File: config.mk
export PLATFORM = sky130hd
export DESIGN_NAME = cc20_ctrl
export DESIGN_NICKNAME = d
export VERILOG_FILES = /design/src/hdl/cc20_pkg.sv /design/src/hdl/cc20_ctrl.sv
export VERILOG_INCLUDE_DIRS = /design/src /design/src/hdl
export SDC_FILE = /design/constraint.sdc
export NUM_CORES = 1
export LEC_CHECK = 0
export ABC_AREA = 1
export BUFFER_PORTS_ARGS = -buffer_cell sky130_fd_sc_hd__buf_4
export CAP_MARGIN = 20
export CORE_AREA = 3 3 40 42
export CTS_CLUSTER_DIAMETER = 50
export CTS_CLUSTER_SIZE = 20
export DETAILED_ROUTE_END_ITERATION = 16
export DIE_AREA = 0 0 43 45
export SLEW_MARGIN = 30
export SYNTH_ARGS = -nofsm -noshare
export SYNTH_HDL_FRONTEND = slang
export SYNTH_SLANG_ARGS = --single-unit
File: constraint.sdc
create_clock -name clk -period 2.25 [get_ports clk]
set_input_delay 0.225 -clock clk [delete_from_list [all_inputs] [get_ports clk]]
set_output_delay 0.225 -clock clk [all_outputs]
set_load 0.005 [all_outputs]
File: src/hdl/assert_macros.svh
// Assertion macros shared by the RTL files.
// Every check is sampled on the rising edge of clk and is off while arst_n is low.
`ifndef ASSERT_MACROS_SVH
`define ASSERT_MACROS_SVH

// Same-cycle implication: when cond holds, rhs holds.
`define CC_ASSERT_NOW(lbl, cond, rhs, msg) \
	lbl: assert property (@(posedge clk) disable iff (!arst_n) (cond) |-> (rhs)) \
		else $error(msg);

// Next-cycle implication: when cond holds, rhs holds in the next cycle.
`define CC_ASSERT_NEXT(lbl, cond, rhs, msg) \
	lbl: assert property (@(posedge clk) disable iff (!arst_n) (cond) |=> (rhs)) \
		else $error(msg);

`endif

File: src/hdl/cc20_pkg.sv
// ----------------------------------------------------------------------------
// cc20_pkg
// Types, constants and round functions for the ChaCha20 stream XOR block.
// ----------------------------------------------------------------------------
package cc20_pkg;

	localparam int DATA_W    = 64;
	localparam int CNT_W     = 4;
	localparam int CFG_IDX_W = 3;
	localparam int WORDS     = 8;   // 64-bit keystream words per block
	localparam int POS_W     = 3;

	typedef logic [31:0]         word_t;
	typedef word_t [15:0]        state_t;
	typedef word_t [3:0]         quad_t;
	typedef logic [DATA_W-1:0]   dword_t;
	typedef logic [CNT_W-1:0]    cnt_t;
	typedef logic [CFG_IDX_W-1:0] cfg_idx_t;

	// "expand 32-byte k"
	localparam word_t SIGMA0 = 32'h61707865;
	localparam word_t SIGMA1 = 32'h3320646e;
	localparam word_t SIGMA2 = 32'h79622d32;
	localparam word_t SIGMA3 = 32'h6b206574;

	localparam cnt_t FULL_COUNT = 4'd8;

	// Configuration register indexes
	localparam cfg_idx_t REG_KEY01   = 3'd0;
	localparam cfg_idx_t REG_KEY23   = 3'd1;
	localparam cfg_idx_t REG_KEY45   = 3'd2;
	localparam cfg_idx_t REG_KEY67   = 3'd3;
	localparam cfg_idx_t REG_NONCE01 = 3'd4;
	localparam cfg_idx_t REG_NONCE2  = 3'd5;
	localparam cfg_idx_t REG_COUNTER = 3'd6;

	// Controller to datapath commands
	typedef struct packed {
		logic emit_now;   // keystream held: XOR the incoming word straight away
		logic start;      // no keystream: load the working state
		logic round_en;   // apply one round to the working state
		logic diag;       // 0 column round, 1 diagonal round
		logic finish;     // feed-forward add, store keystream, bump counter
		logic emit_held;  // XOR the latched word after a fresh block
	} dp_cmd_t;

	// Datapath to controller status
	typedef struct packed {
		logic blk_valid;  // keystream block available for the next word
		logic out_free;   // output register can take a word this cycle
	} dp_stat_t;

	function automatic word_t rotl(input word_t v, input int s);
		rotl = (v << s) | (v >> (32 - s));
	endfunction

	function automatic quad_t quarter_round(input quad_t q);
		word_t a, b, c, d;
		a = q[0]; b = q[1]; c = q[2]; d = q[3];
		a = a + b; d = rotl(d ^ a, 16);
		c = c + d; b = rotl(b ^ c, 12);
		a = a + b; d = rotl(d ^ a, 8);
		c = c + d; b = rotl(b ^ c, 7);
		quarter_round = {d, c, b, a};
	endfunction

	// One column round (diag = 0) or one diagonal round (diag = 1).
	// Called with a constant diag, so the index selection folds away.
	function automatic state_t chacha_round(input state_t x, input bit diag);
		state_t y;
		quad_t  q;
		int     ib, ic, id;
		y = x;
		for (int i = 0; i < 4; i++) begin
			ib = 4  + (diag ? ((i + 1) & 3) : i);
			ic = 8  + (diag ? ((i + 2) & 3) : i);
			id = 12 + (diag ? ((i + 3) & 3) : i);
			q = quarter_round({x[id], x[ic], x[ib], x[i]});
			y[i]  = q[0];
			y[ib] = q[1];
			y[ic] = q[2];
			y[id] = q[3];
		end
		chacha_round = y;
	endfunction

endpackage

File: src/hdl/cc20_ctrl.sv
// ----------------------------------------------------------------------------
// cc20_ctrl
// Sequencer: accepts words, runs the round count for a fresh block, and
// schedules the XOR into the output register.
// ----------------------------------------------------------------------------
`include "assert_macros.svh"

module cc20_ctrl #(
	parameter int ROUNDS = 20
) (
	input  logic               clk,
	input  logic               arst_n,
	input  logic               in_valid,
	output logic               in_ready,
	input  cc20_pkg::dp_stat_t stat,
	output cc20_pkg::dp_cmd_t  cmd
);

	localparam int RND_W = $clog2(ROUNDS);
	localparam logic [RND_W-1:0] RND_LAST = RND_W'(ROUNDS - 1);

	localparam logic [1:0] ST_IDLE  = 2'd0;
	localparam logic [1:0] ST_ROUND = 2'd1;
	localparam logic [1:0] ST_ADD   = 2'd2;
	localparam logic [1:0] ST_EMIT  = 2'd3;

	logic [1:0]       state_q, state_d;
	logic [RND_W-1:0] rnd_q, rnd_d;
	logic             accept;

	// Held keystream needs a free output slot; a fresh block does not
	assign in_ready = (state_q == ST_IDLE) && (!stat.blk_valid || stat.out_free);
	assign accept   = in_valid && in_ready;

	// Command decode
	always_comb begin
		cmd           = '0;
		cmd.emit_now  = accept && stat.blk_valid;
		cmd.start     = accept && !stat.blk_valid;
		cmd.round_en  = (state_q == ST_ROUND);
		cmd.diag      = rnd_q[0];
		cmd.finish    = (state_q == ST_ADD);
		cmd.emit_held = (state_q == ST_EMIT) && stat.out_free;
	end

	// Next state
	always_comb begin
		state_d = state_q;
		rnd_d   = rnd_q;
		unique case (state_q)
			ST_IDLE: begin
				rnd_d = '0;
				if (cmd.start) begin
					state_d = ST_ROUND;
				end
			end
			ST_ROUND: begin
				rnd_d = rnd_q + 1'b1;
				if (rnd_q == RND_LAST) begin
					state_d = ST_ADD;
				end
			end
			ST_ADD: begin
				state_d = ST_EMIT;
			end
			ST_EMIT: begin
				if (stat.out_free) begin
					state_d = ST_IDLE;
				end
			end
			default: begin
				state_d = ST_IDLE;
			end
		endcase
	end

	always_ff @(posedge clk or negedge arst_n) begin
		if (!arst_n) begin
			state_q <= ST_IDLE;
			rnd_q   <= '0;
		end else begin
			state_q <= state_d;
			rnd_q   <= rnd_d;
		end
	end

	// Checks
	`CC_ASSERT_NEXT(a_start_runs_rounds, cmd.start, state_q == ST_ROUND && rnd_q == '0,
		"fresh block did not enter the round loop at round zero")
	`CC_ASSERT_NEXT(a_add_then_emit, state_q == ST_ADD, state_q == ST_EMIT,
		"feed-forward add not followed by the emit step")

endmodule

==> impl_metrics.tcl, run 1 <==
set metrics [dict create \
    status "completed" \
    met3WireLength_um 49 \
    first_pass_iters 4 \
    clkTransAtPathRegs_ns 0.06 \
    clk_latency_ns 0.26 \
    dieHeight_um 45 \
    max-slew-margin-rel_pct 80.2 \
    finalCritPeriodShare_pct 74.5 \
    hold_class "in -> async" \
    min_period_ns 1.68 \
    drc_errors 0 \
    core_area_mm2 0.00128 \
    postLayoutCoreUtil_pct 47.0 \
    row_count 13 \
    syn_area_per_cell_um2 7.65 \
    p_leak_nw 0.349 \
    fin_nets 89 \
    cap_violations 0 \
    cts_hold_buffers 1 \
    worstPathRequired_ns 2.03 \
    grt_max_degree 9 \
    wl_met2_um 494 \
    cts-resized-gates 0 \
    fmax_mhz 597 \
    path_cells "inv_1 > ha_1 > inv_1 > a21oi_1 > nand3_1 > inv_1 > buf_4" \
    cts_made_buffers 3 \
    tightest_slew_ns 0.297 \
    yosys_warnings 0 \
    endpoint_kind "primary output" \
    drive_gt1_share_pct 20.8 \
    cp_slowest_cell "dfrtp_1" \
    cts_setup_buffers 0 \
    seq_area_frac_synth_pct 36.9 \
    drtIter0Drc 3 \
    cp.arrival_ns 1.45 \
    gp_congestion 0.745 \
    first_global_vias 368 \
    rsz0062_at_grt "false" \
    syn_inst 62 \
    switching_share_pct 41.9 \
    highest_layer "met4" \
    place.port_buffers 11 \
    critical_path_depth 7 \
    vias 415 \
    clkPwrFrac_pct 17.2 \
    clock-sinks 7 \
    path_max_fanout 4 \
    critPathKind "reg -> out" \
    fillers 132 \
    pin_count 12 \
    pre_cts_slack_ns 0.842 \
    wirelength_met1_um 411 \
    finalSetupTns_ns 0 \
    cts_tree "done" \
    powerDensity_mw_per_mm2 1140 \
    ys_types 14 \
    vdd_drop_max_v 0.000575 \
    p_sw_w 0.000288 \
    area.growth.synth_to_final_pct 27.4 \
    setup_violations 0 \
    num_antenna_cells 0 \
    cp_num_buf_inv 4 \
    syn_area_um2 474 \
    grt_pass1_wl_mm 1.61 \
    wl_um 962 \
    hold_viol 0 \
    ff2ff_setup_slack_ns 0.91 \
    cp_common_cell "inv_1" \
    p_comb_share_pct 52.1 \
    p_int_w 0.000400 \
    final_common_cell "inv_1" \
    cts_buffer_depth 2 \
    final_cell_mix "inv_1 (14), nand2_1 (12), buf_4 (11), dfrtp_1 (7)" \
    initial_core_util_pct 36.9 \
    die_w_um 43 \
    cp_top_family "flip-flops" \
    synth.top_cell.area_share_pct 36.9 \
    vias_per_cell 4.51 \
    dieArea_mm2 0.00194 \
    synth_fp_nets 73 \
    start_kind "flip-flop" \
    slew_viol_final 0 \
    power_frac_seq_pct 30.7 \
    wl_per_cell_um 10.5 \
    drtAntennaViolNets 0 \
    finalWorstSetupSlack_ns 0.575 \
    overflow 0 \
    reg2regPathDepth 5 \
    synth.area.top_cells "dfrtp_1 (37%), ha_1 (16%), inv_1 (11%)" \
    final.setup_skew_ns 0.00679 \
    ys_seq_elements 7 \
    cts-htree-levels 1 \
    grt_antenna_before_repair 0 \
    cpPeakStageDelay_ns 0.41 \
    grt.total_usage_pct 11.8 \
    synth_top_cell_by_area "dfrtp_1" \
    dpl.hpwl_um 739 \
    clockRootBuffer "clkbuf_4" \
]
## Yosys cell counts
library cell	instances
a21oi_1	1
ha_1	6
a22o_1	1
nand2_1	12
nand3_1	3
inv_1	14
buf_4	1
o21ai_0	5
a21oi_2	1
nor2_1	6
xnor2_1	1
nand4_1	3
dfrtp_1	7
or2_2	1
## layer usage
metal  vias to the layer above  global-route usage [%]
met5                         -                       0
met4                         0                    3.61
met3                         2                    7.17
met2                         6                    19.8
met1                       185                    12.6
li1                        222                       -
## stage by stage
| step | hold WS (ns) | cell area [um^2] | total power [W] | instances |
|---|---|---|---|---|
| floorplan | -0.0706 | 474 | 0.000450 | 62 |
| global placement | 0.0425 | 568 | 0.000569 | 87 |
| detailed placement | 0.0456 | 568 | 0.000574 | 87 |
| CTS | 0.309 | 604 | 0.000702 | 92 |
| global route | 0.311 | 604 | 0.000764 | 92 |
| finish | 0.315 | 604 | 0.000687 | 92 |
## power by group through the flow
stage / sequential (W) / clock (W) / combinational, W
after floorplan: 0.000202 / 0 / 0.000248
after global placement: 0.000209 / 0 / 0.000360
after detailed placement: 0.000213 / 0 / 0.000362
after CTS: 0.000210 / 0.000126 / 0.000365
after global routing: 0.000219 / 0.000134 / 0.000411
final: 0.000211 / 0.000118 / 0.000358
## final cells by class
class                      count  area (um^2)  share of cell area, %
clock buffer                   4         26.3                   4.35
inverter                      14         52.6                   8.70
multi-input combinational     40          239                   39.5
sequential                     7          175                   29.0
tap                           15         18.8                   3.11
timing repair buffer          12         92.6                   15.3
## cell families (layout without fill, tap and decap cells)
group	count (synthesis)	in the layout	share of synthesized area, %
AO/OA/AOI/OAI	8	8	10.0
adder cells (fa/ha/maj)	6	6	15.8
flip-flops	7	7	36.9
AND/OR/NAND/NOR	25	25	22.7
buffers and inverters	15	30	12.7
XOR/XNOR	1	1	1.85
## worst paths after layout
path,start,endpoint
max reg2reg,state_q[1],rnd_q[3]
max in group asynchronous,arst_n,state_q[1]
min reg2reg,rnd_q[4],rnd_q[4]
min in group clk,stat[0],state_q[1]
min,arst_n,rnd_q[4]
max,state_q[0],cmd[5]
## sequential cells by signal, summed over array words and instances (netlist names)
register and count:
rnd_q 5, state_q 2
Power figures use the tool's default switching activity.
==> run 2, diff against run 1 <==
- clock period: 2.25 -> 1.35 ns (I/O delays scaled with it)
==> run 2 against run 1 <==
Effect of this change: the run now ends with negative setup slack left; clock skew shrank 0.0046 ns; sequential cell count is the same; combinational power increased by 130%; register-to-register slack worse by 0.89 ns; sequential power rose by 57%; count of clock-buffer cells in the layout is the same; final cell count increased by 6.5%; sequential share of layout area down 3.5 points; global-route usage is 1.0 points lower; cell area grew 14%; critical path depth fell by 4; critical endpoint is now cmd[3]; largest cell class unchanged; largest power group unchanged; highest routed layer is now met3.
==> impl_metrics.tcl, run 2 (same netlist as run 1, synthesis figures left out) <==
set metrics [dict create \
    gp_congestion 0.744 \
    pin_count 12 \
    clockRootBuffer "clkbuf_4" \
    overflow 0 \
    startpoint "state_q[0]" \
    first_global_vias 378 \
    min_period_ns 1.38 \
    status "finished, violations left" \
    clk_latency_ns 0.25 \
    cts_made_buffers 3 \
    r2r-start "state_q[0]" \
    area.growth.synth_to_final_pct 44.9 \
    worstPathRequired_ns 1.22 \
    cp_num_buf_inv 2 \
    drive_gt1_share_pct 36.1 \
    die_w_um 43 \
    cp.arrival_ns 1.24 \
    top_regs "rnd_q x5, state_q x2" \
    start_kind "flip-flop" \
    path_max_fanout 8 \
    rsz0062_at_grt "true" \
    vdd_drop_max_v 0.00117 \
    cap_violations 0 \
    vias_per_cell 4.46 \
    wl_um 913 \
    grt.total_usage_pct 10.8 \
    cp_slowest_cell "dfrtp_1" \
    finalCritPeriodShare_pct 102 \
    finalSetupTns_ns -0.0546 \
    grt_antenna_before_repair 0 \
    drtAntennaViolNets 0 \
    fmax_mhz 725 \
    vias 437 \
    wl_per_cell_um 9.32 \
    top_register "rnd_q" \
    endpoint_kind "primary output" \
    slew_viol_final 0 \
    fin_nets 95 \
    row_count 13 \
    path_cells "buf_6 > ha_1 > buf_4" \
    violations "negative setup slack" \
    pre_cts_slack_ns 0.0243 \
    hold_viol 0 \
    cpPeakStageDelay_ns 0.39 \
    grt_max_degree 9 \
    dieArea_mm2 0.00194 \
    p_leak_nw 0.377 \
    clkTransAtPathRegs_ns 0.05 \
    first_pass_iters 1 \
    dpl.hpwl_um 721 \
    grt_pass1_wl_mm 1.50 \
    tightest_slew_ns 0.295 \
    powerDensity_mw_per_mm2 1940 \
    final_common_cell "buf_4" \
    cts-htree-levels 1 \
    num_antenna_cells 0 \
    final_cell_mix "buf_4 (16), nand2_1 (12), inv_1 (11), dfrtp_1 (7)" \
    cts_tree "done" \
    dieHeight_um 45 \
    clock-sinks 7 \
    cts_buffer_depth 2 \
    setup_violations 2 \
    power_w 0.00134 \
    hold_class "in -> async" \
    fillers 123 \
    finalWorstSetupSlack_ns -0.0294 \
    critPathKind "reg -> out" \
    cp_top_family "flip-flops" \
    drtIter0Drc 0 \
    core_area_mm2 0.00128 \
    place.port_buffers 11 \
    initial_core_util_pct 36.9 \
    largest_reg_flops 5 \
    max-slew-margin-rel_pct 80.3 \
    drc_errors 0 \
    final.setup_skew_ns 0.00215 \
]
## run 2: area by class of cell
class	instances	area, um^2	share of cell area, %
clock buffer	4	26.3	3.83
inverter	14	52.6	7.65
multi-input combinational	40	273	39.7
sequential	7	175	25.5
tap	15	18.8	2.73
timing repair buffer	18	141	20.6
## run 2: worst register-to-register path: stages (launching register included)
cell     delay (ns)
dfrtp_1        0.39
buf_6          0.13
ha_1           0.29
a21oi_2        0.21
nand2_1        0.09
nand2_1        0.06
nand2_1        0.05
## run 2: final timing paths
path / cells past startpoint / slack, ns / end
min in group clk: 5 / 0.33 / state_q[0]
worst min-delay path: 2 / 0.23 / rnd_q[3]
worst max register to register: 6 / 0.02 / state_q[1]
worst max-delay path: 3 / -0.03 / cmd[3]
max in group asynchronous: 2 / 0.99 / state_q[1]
worst min register to register: 1 / 0.47 / rnd_q[4]
## run 2: what timing repair did
item / CTS / global route
gates resized for setup: 7 / 4
hold endpoints to repair: 7 / 0
hold buffers: 1 / 0
endpoints found under the setup margin: 4 / 10
pin swaps: 2 / 4
buffers inserted: 2 / 1
## run 2: metal layers
layer | vias up | GRT usage, % | share of wire, %
li1 | 235 | - | -
met1 | 196 | 11.0 | 45
met4 | 0 | 3.61 | 0
met3 | 0 | 7.17 | 5.0
met2 | 6 | 18.0 | 50
met5 | - | 0 | 0
## run 2: through the flow
stage	cells	utilization, %	hold WS (ns)	cell area, um^2
finish	98	53.5	0.233	687
detailed placement	90	46.0	-0.0461	591
global placement	90	46.0	-0.0476	591
CTS	97	51.4	0.226	661
floorplan	62	-	-0.161	474
global route	98	53.5	0.222	687
## run 2: power by group
group | total (W) | internal (W) | switching, W | leakage (nW)
Combinational | 0.000818 | 0.000415 | 0.000402 | 0.270
Sequential | 0.000331 | 0.000279 | 0.0000522 | 0.0922
Clock | 0.000187 | 0.000113 | 0.0000748 | 0.0150
==> run 3, diff against run 2 <==
- SETUP_SLACK_MARGIN: unset -> 0.05
==> run 3 against run 2 <==
Effect of this change: the flow still finishes with violations (negative setup slack); clock power about the same; critical path depth rose by 4; cell area is 4.7% higher; final cell count grew 2.0%; hold slack worse by 0.0018 ns; sequential power about the same; routed wire length rose by 7.2%; count of clock-buffer cells in the layout did not move; sequential cell count did not move; critical endpoint is now cmd[5]; highest routed layer unchanged.
==> impl_metrics.tcl, run 3 (same netlist as run 1, synthesis figures left out) <==
set metrics [dict create \
    status "finished, violations left" \
    violations "negative setup slack" \
    setup_violations 3 \
    multi_input_area_um2 283 \
    highest_layer "met3" \
    core_area_mm2 0.00128 \
    cts_tree "done" \
    grt.total_usage_pct 11.1 \
    fin_nets 97 \
    gp_congestion 0.744 \
    top_regs "rnd_q x5, state_q x2" \
    vias_per_cell 4.54 \
    vdd_drop_max_v 0.00118 \
    hold_viol 0 \
    cp_slowest_cell "dfrtp_1" \
    endpoint_kind "primary output" \
    drive_gt1_share_pct 37.6 \
    tightest_slew_ns 0.303 \
    cts_made_buffers 3 \
    cp_common_cell "inv_2" \
    dpl.hpwl_um 721 \
    cp.arrival_ns 1.27 \
    wl_per_cell_um 9.79 \
    slew_viol_final 0 \
    finalWorstSetupSlack_ns -0.0541 \
    rsz0062_at_grt "true" \
    largest_reg_flops 5 \
    cpPeakStageDelay_ns 0.39 \
    drtIter0Drc 14 \
    dieHeight_um 45 \
    overflow 0 \
    cap_violations 0 \
    first_pass_iters 6 \
    hold_class "in -> async" \
    final.setup_skew_ns 0.00167 \
    p_leak_nw 0.390 \
    final_cell_mix "buf_4 (16), nand2_1 (12), inv_1 (11), dfrtp_1 (7)" \
    vias 454 \
    seq_area_um2 175 \
    wirelength_met1_um 429 \
    wl_um 979 \
    hold_slack_ns 0.232 \
    cts-htree-levels 1 \
    drtAntennaViolNets 0 \
    final_common_cell "buf_4" \
    met3WireLength_um 51 \
    dieArea_mm2 0.00194 \
    fmax_mhz 712 \
    start_kind "flip-flop" \
    path_cells "inv_2 > ha_4 > inv_2 > a21oi_2 > nand3_1 > inv_1 > buf_6" \
    postLayoutCoreUtil_pct 56.0 \
    worstPathRequired_ns 1.22 \
    grt_pass1_wl_mm 1.55 \
    finalCritPeriodShare_pct 104 \
    clock-sinks 7 \
    die_w_um 43 \
    first_global_vias 384 \
    wl_met2_um 499 \
    num_antenna_cells 0 \
    top_register "rnd_q" \
    path_max_fanout 3 \
    cts_buffer_depth 2 \
    place.port_buffers 11 \
    min_period_ns 1.40 \
    area.growth.synth_to_final_pct 51.7 \
    initial_core_util_pct 36.9 \
    drc_errors 0 \
    pin_count 12 \
    clockRootBuffer "clkbuf_4" \
    grt_antenna_before_repair 0 \
    row_count 13 \
    powerDensity_mw_per_mm2 1980 \
    grt_max_degree 9 \
    reg2regPathDepth 6 \
    max-slew-margin-rel_pct 79.8 \
    clk_latency_ns 0.25 \
    clkTransAtPathRegs_ns 0.05 \
    fillers 118 \
    critPathKind "reg -> out" \
]
[run 3: final timing paths]
| check | end | slack [ns] | from |
|---|---|---|---|
| worst max-delay path | cmd[5] | -0.05 | state_q[0] |
| worst min-delay path | rnd_q[3] | 0.23 | arst_n |
| worst max register to register | state_q[1] | 0.01 | state_q[0] |
| worst min register to register | rnd_q[4] | 0.47 | rnd_q[4] |
| max in group asynchronous | state_q[0] | 1.00 | arst_n |
| min in group clk | state_q[0] | 0.33 | stat[0] |
[run 3: area by class of cell]
| type | instances | share of cell area (%) |
|---|---|---|
| clock buffers | 4 | 3.65 |
| inverters | 14 | 7.30 |
| multi-input cells | 40 | 39.3 |
| flip-flops and latches | 7 | 24.3 |
| well taps | 15 | 2.61 |
| repair buffers | 20 | 22.8 |
[run 3: worst max-delay path: cells and delay by family (launching register included)]
kind	cells	cell delay [ns]
AOI/OAI and AO/OA	1	0.12
buffers and inverters	4	0.29
DFF	1	0.39
and+or+nand+nor	1	0.08
adders and majority gates	1	0.14
[run 3: power breakdown]
group	switching [W]	internal (W)	total, W
registers	0.0000514	0.000279	0.000330
clock network	0.0000752	0.000113	0.000188
logic	0.000436	0.000468	0.000904
[run 3: timing repair]
item	CTS	global route
setup buffers	3	2
hold buffers	1	0
setup endpoints to repair	5	12
endpoints found under the hold margin	7	0
resized for setup	7	7
pin swaps	2	4
[run 3: per-stage QoR]
stage          power, W  cell area, um^2  TNS, ns  std cells  setup WS (ns)
2_1_floorplan  0.000750              474        0         62          0.146
3_3_place_gp   0.000991              591        0         90         0.0761
3_5_place_dp   0.000989              591        0         90         0.0243
4_1_cts         0.00132              668  -0.0974         98        -0.0552
5_1_grt         0.00157              719   -0.572        100         -0.138
6_report        0.00142              719   -0.121        100        -0.0541
[run 3: metal layers]
metal	up-vias	global-route usage, %
li1	240	-
met1	207	11.8
met2	7	18.0
met3	0	7.17
met4	0	3.61
met5	-	0
